==> src/rtl/vrc4m_pkg.sv <==
// Shared types, codes and constants of the VRC4-style bank mapper.
package vrc4m_pkg;

  localparam logic [2:0] REQ_CPU_READ  = 3'd0;
  localparam logic [2:0] REQ_CPU_WRITE = 3'd1;
  localparam logic [2:0] REQ_PPU_READ  = 3'd2;
  localparam logic [2:0] REQ_PPU_WRITE = 3'd3;
  localparam logic [2:0] REQ_TICK      = 3'd4;
  localparam logic [2:0] REQ_IRQ_CLEAR = 3'd5;

  localparam logic [1:0] CFG_PRG_BANKS  = 2'd0;
  localparam logic [1:0] CFG_WIRING     = 2'd1;
  localparam logic [1:0] CFG_CHR_IS_RAM = 2'd2;

  localparam logic [3:0] BLK_PRG0    = 4'h8;
  localparam logic [3:0] BLK_MODE    = 4'h9;
  localparam logic [3:0] BLK_PRG1    = 4'hA;
  localparam logic [3:0] BLK_CHR_LO  = 4'hB;
  localparam logic [3:0] BLK_CHR_HI  = 4'hE;
  localparam logic [3:0] BLK_IRQ     = 4'hF;

  localparam logic [1:0] IRQ_LATCH_RELOAD_LO = 2'd0;
  localparam logic [1:0] IRQ_LATCH_RELOAD_HI = 2'd1;
  localparam logic [1:0] IRQ_LATCH_CONTROL   = 2'd2;
  localparam logic [1:0] IRQ_LATCH_ACK       = 2'd3;

  localparam logic [9:0] PRESCALE_PERIOD = 10'd341;
  localparam logic [9:0] PRESCALE_RELOAD = PRESCALE_PERIOD - 10'd1;

  localparam logic [7:0] PRG_BANKS_RESET = 8'd16;

  typedef struct packed {
    logic [2:0]  req_type;
    logic [15:0] bus_addr;
    logic [7:0]  write_data;
  } req_t;

  typedef struct packed {
    logic        hit;
    logic [20:0] xlat_addr;
    logic        irq_active;
    logic [1:0]  mirror_mode;
  } res_t;

  typedef struct packed {
    logic       valid;
    logic [1:0] index;
    logic [7:0] data;
  } cfg_wr_t;

  typedef struct packed {
    logic [7:0]       prg_banks_16k;
    logic             wiring_variant;
    logic             chr_is_ram;
    logic [7:0]       prg_select0;
    logic [7:0]       prg_select1;
    logic             prg_swap;
    logic [1:0]       mirroring;
    logic [7:0][7:0]  chr_select;
  } map_state_t;

  typedef struct packed {
    logic       irq_line;
    logic [1:0] mirroring;
  } status_t;

endpackage

==> src/rtl/vrc4m_req_if.sv <==
// Request channel: access type, bus address and write byte.
interface vrc4m_req_if;
  logic        valid;
  logic        ready;
  logic [2:0]  req_type;
  logic [15:0] bus_addr;
  logic [7:0]  write_data;

  modport source (output valid, req_type, bus_addr, write_data, input ready);
  modport sink (input valid, req_type, bus_addr, write_data, output ready);
endinterface

==> src/rtl/vrc4m_res_if.sv <==
// Result channel: hit flag, translated address, IRQ level and mirroring.
interface vrc4m_res_if;
  logic        valid;
  logic        ready;
  logic        hit;
  logic [20:0] xlat_addr;
  logic        irq_active;
  logic [1:0]  mirror_mode;

  modport source (output valid, hit, xlat_addr, irq_active, mirror_mode, input ready);
  modport sink (input valid, hit, xlat_addr, irq_active, mirror_mode, output ready);
endinterface

==> src/rtl/vrc4m_cfg_if.sv <==
// Configuration write channel: register index and data.
interface vrc4m_cfg_if;
  logic       valid;
  logic       ready;
  logic [1:0] index;
  logic [7:0] data;

  modport source (output valid, index, data, input ready);
  modport sink (input valid, index, data, output ready);
endinterface

==> src/rtl/vrc4m_regs.sv <==
// Mapper registers, CPU write decode and IRQ prescaler/counter.
module vrc4m_regs (
  input  logic                 clk,
  input  logic                 rst,
  input  vrc4m_pkg::cfg_wr_t   cfg_wr,
  input  logic                 fire,
  input  vrc4m_pkg::req_t      item,
  output vrc4m_pkg::map_state_t state,
  output vrc4m_pkg::status_t   status_next
);

  vrc4m_pkg::map_state_t state_next;
  logic [7:0] irq_reload_value;
  logic [7:0] irq_reload_value_next;
  logic [7:0] irq_count;
  logic [7:0] irq_count_next;
  logic [9:0] irq_prescale;
  logic [9:0] irq_prescale_next;
  logic       irq_enabled;
  logic       irq_enabled_next;
  logic       irq_enable_after_ack;
  logic       irq_enable_after_ack_next;
  logic       irq_line;
  logic       irq_line_next;

  logic [7:0] bank_mask;
  logic       a0;
  logic       a1;
  logic [1:0] latch;
  logic [3:0] blk;
  logic [2:0] chr_idx;
  logic [1:0] chr_pair;

  always_comb begin
    bank_mask = {state.prg_banks_16k[6:0], 1'b0} - 8'd1;
    a0 = state.wiring_variant ? item.bus_addr[6] : item.bus_addr[1];
    a1 = state.wiring_variant ? item.bus_addr[7] : item.bus_addr[2];
    latch = {a1, a0};
    blk = item.bus_addr[15:12];
    chr_pair = blk[1:0] + 2'd1;
    chr_idx = {chr_pair, a1};

    state_next = state;
    irq_reload_value_next = irq_reload_value;
    irq_count_next = irq_count;
    irq_prescale_next = irq_prescale;
    irq_enabled_next = irq_enabled;
    irq_enable_after_ack_next = irq_enable_after_ack;
    irq_line_next = irq_line;

    if (fire) begin
      case (item.req_type)
        vrc4m_pkg::REQ_CPU_WRITE: begin
          if (item.bus_addr[15]) begin
            if (blk inside {[vrc4m_pkg::BLK_CHR_LO : vrc4m_pkg::BLK_CHR_HI]}) begin
              if (a0) begin
                state_next.chr_select[chr_idx][7:4] = item.write_data[3:0];
              end else begin
                state_next.chr_select[chr_idx][3:0] = item.write_data[3:0];
              end
            end else begin
              case (blk)
                vrc4m_pkg::BLK_PRG0: begin
                  if (!a0) begin
                    state_next.prg_select0 = item.write_data & bank_mask;
                  end
                end
                vrc4m_pkg::BLK_PRG1: begin
                  if (!a0) begin
                    state_next.prg_select1 = item.write_data & bank_mask;
                  end
                end
                vrc4m_pkg::BLK_MODE: begin
                  if (!a0) begin
                    state_next.prg_swap = item.write_data[1];
                  end else begin
                    state_next.mirroring = item.write_data[1:0];
                  end
                end
                vrc4m_pkg::BLK_IRQ: begin
                  case (latch)
                    vrc4m_pkg::IRQ_LATCH_RELOAD_LO: begin
                      irq_reload_value_next[3:0] = item.write_data[3:0];
                    end
                    vrc4m_pkg::IRQ_LATCH_RELOAD_HI: begin
                      irq_reload_value_next[7:4] = item.write_data[3:0];
                    end
                    vrc4m_pkg::IRQ_LATCH_CONTROL: begin
                      irq_enable_after_ack_next = item.write_data[0];
                      irq_enabled_next = item.write_data[1];
                      if (item.write_data[1]) begin
                        irq_count_next = irq_reload_value;
                      end
                      irq_prescale_next = vrc4m_pkg::PRESCALE_PERIOD;
                      irq_line_next = 1'b0;
                    end
                    default: begin
                      irq_line_next = 1'b0;
                      irq_enabled_next = irq_enable_after_ack;
                    end
                  endcase
                end
                default: begin
                end
              endcase
            end
          end
        end
        vrc4m_pkg::REQ_TICK: begin
          if (irq_enabled) begin
            if (irq_prescale == 10'd0) begin
              irq_prescale_next = vrc4m_pkg::PRESCALE_RELOAD;
              if (irq_count == 8'd0) begin
                irq_count_next = irq_reload_value;
                irq_line_next = 1'b1;
              end else begin
                irq_count_next = irq_count - 8'd1;
              end
            end else begin
              irq_prescale_next = irq_prescale - 10'd1;
            end
          end
        end
        vrc4m_pkg::REQ_IRQ_CLEAR: begin
          irq_line_next = 1'b0;
        end
        default: begin
        end
      endcase
    end

    if (cfg_wr.valid) begin
      case (cfg_wr.index)
        vrc4m_pkg::CFG_PRG_BANKS: state_next.prg_banks_16k = cfg_wr.data;
        vrc4m_pkg::CFG_WIRING: state_next.wiring_variant = cfg_wr.data[0];
        vrc4m_pkg::CFG_CHR_IS_RAM: state_next.chr_is_ram = cfg_wr.data[0];
        default: begin
        end
      endcase
    end

    status_next.irq_line = irq_line_next;
    status_next.mirroring = state_next.mirroring;
  end

  always_ff @(posedge clk) begin
    if (rst) begin
      state.prg_banks_16k <= vrc4m_pkg::PRG_BANKS_RESET;
      state.wiring_variant <= 1'b0;
      state.chr_is_ram <= 1'b0;
      state.prg_select0 <= 8'd0;
      state.prg_select1 <= 8'd1;
      state.prg_swap <= 1'b0;
      state.mirroring <= 2'd0;
      state.chr_select <= '0;
      irq_reload_value <= 8'd0;
      irq_count <= 8'd0;
      irq_prescale <= vrc4m_pkg::PRESCALE_PERIOD;
      irq_enabled <= 1'b0;
      irq_enable_after_ack <= 1'b0;
      irq_line <= 1'b0;
    end else begin
      state <= state_next;
      irq_reload_value <= irq_reload_value_next;
      irq_count <= irq_count_next;
      irq_prescale <= irq_prescale_next;
      irq_enabled <= irq_enabled_next;
      irq_enable_after_ack <= irq_enable_after_ack_next;
      irq_line <= irq_line_next;
    end
  end

endmodule

==> src/rtl/vrc4m_map.sv <==
// PRG and CHR address translation with hit flag.
module vrc4m_map (
  input  vrc4m_pkg::req_t       item,
  input  vrc4m_pkg::map_state_t state,
  output logic                  hit,
  output logic [20:0]           xlat_addr
);

  logic [7:0] bank_count8;
  logic [7:0] fixed_bank;
  logic [7:0] last_bank;
  logic [7:0] prg_bank;

  always_comb begin
    bank_count8 = {state.prg_banks_16k[6:0], 1'b0};
    fixed_bank = bank_count8 - 8'd2;
    last_bank = bank_count8 - 8'd1;
    case (item.bus_addr[14:13])
      2'd0: prg_bank = state.prg_swap ? fixed_bank : state.prg_select0;
      2'd1: prg_bank = state.prg_select1;
      2'd2: prg_bank = state.prg_swap ? state.prg_select0 : fixed_bank;
      default: prg_bank = last_bank;
    endcase

    hit = 1'b0;
    xlat_addr = 21'd0;
    case (item.req_type)
      vrc4m_pkg::REQ_CPU_READ: begin
        if (item.bus_addr[15]) begin
          hit = 1'b1;
          xlat_addr = {prg_bank, item.bus_addr[12:0]};
        end
      end
      vrc4m_pkg::REQ_PPU_READ: begin
        if (item.bus_addr[15:13] == 3'd0) begin
          hit = 1'b1;
          xlat_addr = {3'd0, state.chr_select[item.bus_addr[12:10]], item.bus_addr[9:0]};
        end
      end
      vrc4m_pkg::REQ_PPU_WRITE: begin
        if (item.bus_addr[15:13] == 3'd0 && state.chr_is_ram) begin
          hit = 1'b1;
          xlat_addr = {5'd0, item.bus_addr};
        end
      end
      default: begin
      end
    endcase
  end

endmodule

==> src/rtl/vrc4_bank_mapper_irq.sv <==
// Top level of the VRC4-style bank mapper with scanline IRQ timer.
//
// Channels: req carries one bus access, tick or IRQ clear per item; res returns
// exactly one result item per request item, in order: hit, translated address,
// IRQ line level and mirroring after that item. cfg writes the PRG bank count,
// the latch wiring variant and the CHR RAM flag; it is always ready. The user
// must write it only while no request is in flight; the block does not enforce this.
// Flow: an accepted request is held in the input register; it is translated and
// its state update applied as it moves into the result register, which res
// offers.
// Throughput: one item per cycle while res is ready, set by the single pass
// through write decode and address map between the input and result registers.
// Stall: while res is not taken the result register holds; one more item waits
// in the input register and req.ready drops until the result moves.
// Reset: rst clears both stages, sets PRG select 1 to bank 1, the prescaler to
// its full period, all other bank and IRQ state to zero and the bank count to 16.
module vrc4_bank_mapper_irq (
  input  logic               clk,
  input  logic               rst,
  vrc4m_cfg_if.sink          cfg,
  vrc4m_req_if.sink          req,
  vrc4m_res_if.source        res
);

  logic                  in_valid;
  vrc4m_pkg::req_t       in_item;
  logic                  out_valid;
  vrc4m_pkg::res_t       out_res;
  logic                  advance;
  vrc4m_pkg::cfg_wr_t    cfg_wr;
  vrc4m_pkg::map_state_t state;
  vrc4m_pkg::status_t    status_next;
  logic                  map_hit;
  logic [20:0]           map_addr;

  assign advance = in_valid && (!out_valid || res.ready);
  assign req.ready = !in_valid || advance;
  assign cfg.ready = 1'b1;
  assign cfg_wr.valid = cfg.valid;
  assign cfg_wr.index = cfg.index;
  assign cfg_wr.data = cfg.data;

  vrc4m_regs u_regs (
    .clk         (clk),
    .rst         (rst),
    .cfg_wr      (cfg_wr),
    .fire        (advance),
    .item        (in_item),
    .state       (state),
    .status_next (status_next)
  );

  vrc4m_map u_map (
    .item        (in_item),
    .state       (state),
    .hit         (map_hit),
    .xlat_addr   (map_addr)
  );

  always_ff @(posedge clk) begin
    if (rst) begin
      in_valid <= 1'b0;
      out_valid <= 1'b0;
    end else begin
      if (req.ready) begin
        in_valid <= req.valid;
      end
      if (advance) begin
        out_valid <= 1'b1;
      end else if (res.ready) begin
        out_valid <= 1'b0;
      end
    end
  end

  always_ff @(posedge clk) begin
    if (req.valid && req.ready) begin
      in_item.req_type <= req.req_type;
      in_item.bus_addr <= req.bus_addr;
      in_item.write_data <= req.write_data;
    end
    if (advance) begin
      out_res.hit <= map_hit;
      out_res.xlat_addr <= map_addr;
      out_res.irq_active <= status_next.irq_line;
      out_res.mirror_mode <= status_next.mirroring;
    end
  end

  assign res.valid = out_valid;
  assign res.hit = out_res.hit;
  assign res.xlat_addr = out_res.xlat_addr;
  assign res.irq_active = out_res.irq_active;
  assign res.mirror_mode = out_res.mirror_mode;

`ifndef SYNTHESIS
  a_stall_blocks_input: assert property (@(posedge clk) disable iff (rst)
    in_valid && out_valid && !res.ready |-> !req.ready)
    else $error("input taken while both stages are full");

  a_miss_zero_addr: assert property (@(posedge clk) disable iff (rst)
    out_valid && !out_res.hit |-> out_res.xlat_addr == 21'd0)
    else $error("missed access carries an address");

  a_irq_rises_on_tick: assert property (@(posedge clk) disable iff (rst || $past(rst))
    $rose(status_next.irq_line) |-> advance && in_item.req_type == vrc4m_pkg::REQ_TICK)
    else $error("IRQ line raised by a non-tick item");

  a_mirror_only_on_write: assert property (@(posedge clk) disable iff (rst || $past(rst))
    !$stable(state.mirroring) |-> $past(advance && in_item.req_type == vrc4m_pkg::REQ_CPU_WRITE))
    else $error("mirroring changed without a CPU write");
`endif

endmodule

==> src/flat_wrapper.sv <==
// flat-port wrapper written by rule: the top's interface ports become plain ports
module vrc4_bank_mapper_irq_flat 
  (clk, rst, cfg_valid, cfg_index, cfg_data, cfg_ready, req_valid, req_req_type, req_bus_addr, req_write_data, req_ready, res_valid, res_hit, res_xlat_addr, res_irq_active, res_mirror_mode, res_ready);
  vrc4m_cfg_if cfg_i ();
  vrc4m_req_if req_i ();
  vrc4m_res_if res_i ();
  input  logic clk;
  input  logic rst;
  input wire logic [$bits(cfg_i.valid)-1:0] cfg_valid;
  input wire logic [$bits(cfg_i.index)-1:0] cfg_index;
  input wire logic [$bits(cfg_i.data)-1:0] cfg_data;
  output wire logic [$bits(cfg_i.ready)-1:0] cfg_ready;
  input wire logic [$bits(req_i.valid)-1:0] req_valid;
  input wire logic [$bits(req_i.req_type)-1:0] req_req_type;
  input wire logic [$bits(req_i.bus_addr)-1:0] req_bus_addr;
  input wire logic [$bits(req_i.write_data)-1:0] req_write_data;
  output wire logic [$bits(req_i.ready)-1:0] req_ready;
  output wire logic [$bits(res_i.valid)-1:0] res_valid;
  output wire logic [$bits(res_i.hit)-1:0] res_hit;
  output wire logic [$bits(res_i.xlat_addr)-1:0] res_xlat_addr;
  output wire logic [$bits(res_i.irq_active)-1:0] res_irq_active;
  output wire logic [$bits(res_i.mirror_mode)-1:0] res_mirror_mode;
  input wire logic [$bits(res_i.ready)-1:0] res_ready;
  assign cfg_i.valid = cfg_valid;
  assign cfg_i.index = cfg_index;
  assign cfg_i.data = cfg_data;
  assign cfg_ready = cfg_i.ready;
  assign req_i.valid = req_valid;
  assign req_i.req_type = req_req_type;
  assign req_i.bus_addr = req_bus_addr;
  assign req_i.write_data = req_write_data;
  assign req_ready = req_i.ready;
  assign res_valid = res_i.valid;
  assign res_hit = res_i.hit;
  assign res_xlat_addr = res_i.xlat_addr;
  assign res_irq_active = res_i.irq_active;
  assign res_mirror_mode = res_i.mirror_mode;
  assign res_i.ready = res_ready;
  vrc4_bank_mapper_irq u_core (.clk(clk), .rst(rst), .cfg(cfg_i), .req(req_i), .res(res_i));
endmodule
==> config.mk <==
export PLATFORM = sky130hd
export DESIGN_NAME = vrc4_bank_mapper_irq_flat
export DESIGN_NICKNAME = d
export VERILOG_FILES = /design/src/rtl/vrc4m_pkg.sv /design/src/rtl/vrc4m_req_if.sv /design/src/rtl/vrc4m_res_if.sv /design/src/rtl/vrc4m_cfg_if.sv /design/src/rtl/vrc4m_regs.sv /design/src/rtl/vrc4m_map.sv /design/src/rtl/vrc4_bank_mapper_irq.sv /design/src/flat_wrapper.sv
export SDC_FILE = /design/constraint.sdc
export NUM_CORES = 1
export LEC_CHECK = 0
export BUFFER_PORTS_ARGS = -buffer_cell sky130_fd_sc_hd__buf_2
export CORE_MARGIN = 1.5
export CORE_UTILIZATION = 55
export CTS_BUF_LIST = sky130_fd_sc_hd__clkbuf_16
export DETAILED_ROUTE_END_ITERATION = 6
export PLACE_DENSITY = 0.7
export SKIP_LAST_GASP = 1
export SYNTH_ARGS = -nofsm -noshare
export SYNTH_HDL_FRONTEND = slang
export SYNTH_SLANG_ARGS = --single-unit
==> constraint.sdc <==
create_clock -name clk -period 3.81 [get_ports clk]
set_input_delay 0.381 -clock clk [delete_from_list [all_inputs] [get_ports clk]]
set_output_delay 0.381 -clock clk [all_outputs]
set_load 0.01 [all_outputs]
### Word-level counts from Yosys, hierarchy flattened

Cells that the tools add are included.

| word-level totals | value |
|---|---|
| register bits | 175 |
| latch bits | 0 |
| bits in writable memories | 0 |
| ROM bits | 0 |
| output and inout port bits | 28 |
| word-level logic and storage cells | 156 |
| memories | 0 |

| cells by class | value |
|---|---|
| add/subtract/negate cells | 5 |
| multipliers | 0 |
| div/mod/pow operators | 0 |
| order comparisons | 5 |
| equality and inequality tests | 22 |
| shift operators | 0 |
| mux-type cells | 57 |
| bitwise logic cells | 4 |
| reduce and logical (&&, ||, !) cells | 32 |

Operators with widths:

| operator | number |
|---|---|
| two-way mux 66 bit | 3 |
| bitwise mux 64 bit | 2 |
| two-way mux 64 bit | 2 |
| two-way mux 8 bit | 12 |
| one-hot mux 21 bit (3 select lines) | 1 |
| two-way mux 10 bit | 6 |
| demux 8 bit (select 3 bit) | 2 |
| AND reduction 6 bit | 7 |
| binary-select mux 8 bit (select 3 bit) | 1 |
| one-hot mux 8 bit (3 select lines) | 1 |
| two-way mux 21 bit | 1 |
| one-hot mux 10 bit (2 select lines) | 1 |
| two-way mux 18 bit | 1 |
| equality test 4 bit, second input constant | 4 |
| two-way mux 16 bit | 1 |
| one-hot mux 8 bit (2 select lines) | 1 |
| subtractor 8 x 1 -> 8 bit, second input constant | 2 |
| two-way mux 1 bit | 15 |
| logical NOT 10 bit | 1 |
| inequality test 2 bit, second input constant | 5 |
| subtractor 10 x 1 -> 10 bit, second input constant | 1 |
| AND reduction 9 bit | 1 |
| bitwise AND 8 bit | 1 |
| logical NOT 8 bit | 1 |
| other kinds (27) | 52 |

### Longest topological paths before layout

| depth | value |
|---|---|
| depth in word-level cells | 11 |
| depth in mapped cells | 7 |
| gate-level depth less buffers | 7 |

### Cells and area by module

Synthesis repeated with hierarchy kept, for this count alone.

| second synthesis, totals | value |
|---|---|
| cells, all modules | 773 |
| area, all modules | 8132.8 um^2 |

By module, submodules not included:

| module | times used | cells each | area an instance (um^2) |
|---|---|---|---|
| vrc4m_regs | 1 | 574 | 5312.6 |
| vrc4_bank_mapper_irq | 1 | 64 | 1676.6 |
| vrc4m_map | 1 | 135 | 1143.6 |

### Least setup slack after synthesis

No wires, ideal clock.

| timing path | value |
|---|---|
| path type | input to register |
| start | input port res_ready |
| end | register u_core.u_regs.irq_prescale[3] |
| library setup time | 0.133 ns |
| arrival | 2.183 ns |
| slack | 1.494 ns |
| stages | 7 |
| path buffers | 1 |
| cell sequence | nand2b_1 clkbuf_1 nand2_1 inv_1 o211ai_1 o21ai_0 nor2_1 |

| on the way | value |
|---|---|
| longest elaborated chain between the ends | 3 |

RTL lines:

| element | line | source |
|---|---|---|
| start: declaration | flat_wrapper.sv:23 | `input wire logic [$bits(res_i.ready)-1:0] res_ready;` |
| logical OR 1 bit | vrc4_bank_mapper_irq.sv:36 | `assign advance = in_valid && (!out_valid \|\| res.ready);` |
| logical AND 1 bit | vrc4_bank_mapper_irq.sv:36 |  |
| via u_core.advance | vrc4_bank_mapper_irq.sv:29 | `logic advance;` |
| AND reduction 7 bit (no source line) | - |  |
| end signal: assignment | vrc4m_regs.sv:158 | `irq_prescale <= vrc4m_pkg::PRESCALE_PERIOD;` |
| end signal: assignment | vrc4m_regs.sv:166 | `irq_prescale <= irq_prescale_next;` |
| end: declaration | vrc4m_regs.sv:17 | `logic [9:0] irq_prescale;` |

The timed path passes the listed nets, and every way through them passes these cells.
A chain may end at the register's enable or synchronous reset.

==> flow_summary.toml <==
[detailed_routing]
drt_iter0_drc = 523
ant_nets = 0
wirelength_mm = 18.3
first_pass_iters = 5
route.detailed.drc = 0
vias = 5930
wire_per_inst_um = 18.4
viasPerCell = 5.96

[worst_setup_path]
worstPathRequired_ns = 4.10
crit_type = "reg -> reg"
crit_fanout = 24
startpoint = "u_core.in_item[22]$_DFFE_PP_"
cp-end-kind = "flip-flop"
worstReg2RegStart = "u_core.in_item[22]$_DFFE_PP_"
cp.arrival_ns = 2.90
cp-start-kind = "flip-flop"

[clock_network]
clk_latency_ns = 0.42
cts_resized = 0
cts_tree = "done"
clockBufferDepth = 2
cts-root-buf = "clkbuf_16"
clk_pin_slew_ns = 0.06
post_cts_buffers = 0
ctsHoldBuffers = 0
clock_sinks = 175
cts_made_buffers = 17
h-tree-depth = 4

[power]
vdd_ir_drop_max_v = 0.000394
p_int_w = 0.00308
seqPwrFrac_pct = 50.9
netSwitchingPower_w = 0.000872
power.leakage_nw = 3.12
power_density_nw_per_um2 = 441
pwr-share-clk_pct = 44.3
combPwrFrac_pct = 4.8
swShare_pct = 22.0

[floorplanning]
num_rows = 43
initial_utilization_pct = 56.9
io_pins = 70
die_w_um = 123
die_h_um = 123
core-area_um2 = 14000
die_area_um2 = 15200

[final_layout]
stdcell_count = 995
seqCellArea_um2 = 4020
drive_above_1_share_pct = 18.5
final_common_cell = "dfxtp_1"
multi_input_area_um2 = 3710
diodes = 0
syn_to_final_growth_pct = 12.8
final_cell_mix = "dfxtp_1, nor2_1, mux2i_1"
fill_cells = 1128
final_nets = 849

[synthesis]
synth_cell_types = 65
ys.flop_type = "dfxtp_1"
synth.avg_cell_area_um2 = 10.6
ys_ff_latch = 175
netlist.area_leader.share_pct = 30.9
syn_inst = 753
synth_fp_nets = 800
synth_enable_flop_cells = 52
yosysSeqAreaShare_pct = 50.6
synth-async-reset-ratio_pct = 0
synth_area_leaders = "dfxtp_1, edfxtp_1, mux2i_1"
synth_area_leader_cell = "dfxtp_1"
yosys_warnings = 0
synth_area_um2 = 7960

[global_routing]
antenna_found_initial = 0
first_global_vias = 5766
track_usage_pct = 25.4
grt-ovfl-total = 0
grt_pass1_wl_mm = 29.1
grt_max_degree = 72

[min_path]
worstHoldPathType = "in -> reg"
hp-start = "req_bus_addr[11]"

[sta]
fin_worst_skew_ns = 0.00776
fin_crit_ns = 2.61
finalMaxSlewViolations = 0
fmax_ghz = 0.383
tns_ns = 0
tightest_slew_ns = 1.10
post-route-period-util_pct = 68.6
setup-violations-final = 0
relSlewSlack_pct = 26.7
rsz0062_at_grt = "false"
hold_viol_final = 0

[place]
io_buffer_count = 67
routabilityCongestion = 0.858
dp_hpwl_mm = 12.4
dp_cells = 963

[status]
status = "completed"

[job]
cap_violations = 0
[worst max-delay path, cell delays in order, from the launching register on]
cell	delay (ns)
edfxtp_1	0.90
nor2b_1	0.27
nand4_1	0.51
nor3_4	0.49
mux2i_1	0.24
nor2_1	0.06
[cell usage after synthesis (all sizes together), types with 3 or more instances]
cell type,n
a211oi,5
nor2b,11
nor4,9
o211ai,4
xnor2,8
buf,16
dfxtp,123
nand4,8
nand3,13
mux2i,88
a31oi,7
nand2b,9
o221ai,3
nor3,23
xor2,3
a221oi,3
o22ai,3
mux2,8
o21ai,35
and2,16
mux4,16
clkbuf,26
a21oi,42
nand2,41
nor2,120
edfxtp,52
o2111ai,3
inv,12
nand3b,5
ha,5
nor3b,4
[area by class of cell]
type	instances	area share (%)
clock buffers	18	5.02
clock inverters	14	1.63
inverters	12	0.502
multi-input cells	524	41.3
flip-flops and latches	175	44.8
well taps	180	2.51
repair buffers	72	4.16
[power by group through the flow]
stage	clock [W]	sequential [W]	combinational (W)
CTS	0.00178	0.00201	0.000188
floorplan	0	0.00202	0.000146
global placement	0	0.00205	0.000183
global route	0.00185	0.00202	0.000206
detailed placement	0	0.00205	0.000187
finish	0.00175	0.00201	0.000188
[routing by layer]
| metal | vias to the layer above | share of wire (%) | track usage [%] |
|---|---|---|---|
| met5 | - | 0 | 0 |
| met4 | 0 | 2.2 | 9.41 |
| met3 | 27 | 6.5 | 5.58 |
| met2 | 223 | 48 | 42.5 |
| met1 | 2861 | 43 | 32.3 |
| li1 | 2819 | - | - |
[final timing paths]
path	endpoint	slack, ns	cells past startpoint
min reg2reg	u_core.u_regs.state[67]$_SDFFE_PP1P_	0.48	2
max	flip-flop	1.20	5
max reg2reg	flip-flop	1.20	5
min	u_core.in_item[19]$_DFFE_PP_	0.13	1
[stage by stage]
stage	hold WS (ns)	total power (W)	worst slack [ns]	area, um2	utilization [%]
after floorplan	0.432	0.00216	1.49	7960	-
after global placement	0.454	0.00223	1.39	8380	59.9
after detailed placement	0.453	0.00224	1.30	8380	59.9
after CTS	0.113	0.00398	1.23	8970	64.1
after global routing	0.112	0.00407	0.980	8970	64.1
final	0.129	0.00395	1.20	8970	64.1
[kinds of logic after synthesis]
group / after synthesis / share of synthesized area (%)
AND/OR/NAND/NOR: 276 / 18.8
buffers and inverters: 54 / 2.83
flip-flops: 175 / 50.6
multiplexers: 112 / 16.8
AO/OA/AOI/OAI: 119 / 9.01
XOR/XNOR: 11 / 1.21
other: 1 / 0.0471
adder cells (fa/ha/maj): 5 / 0.786
Note: power is estimated with default switching activity, not from simulation.
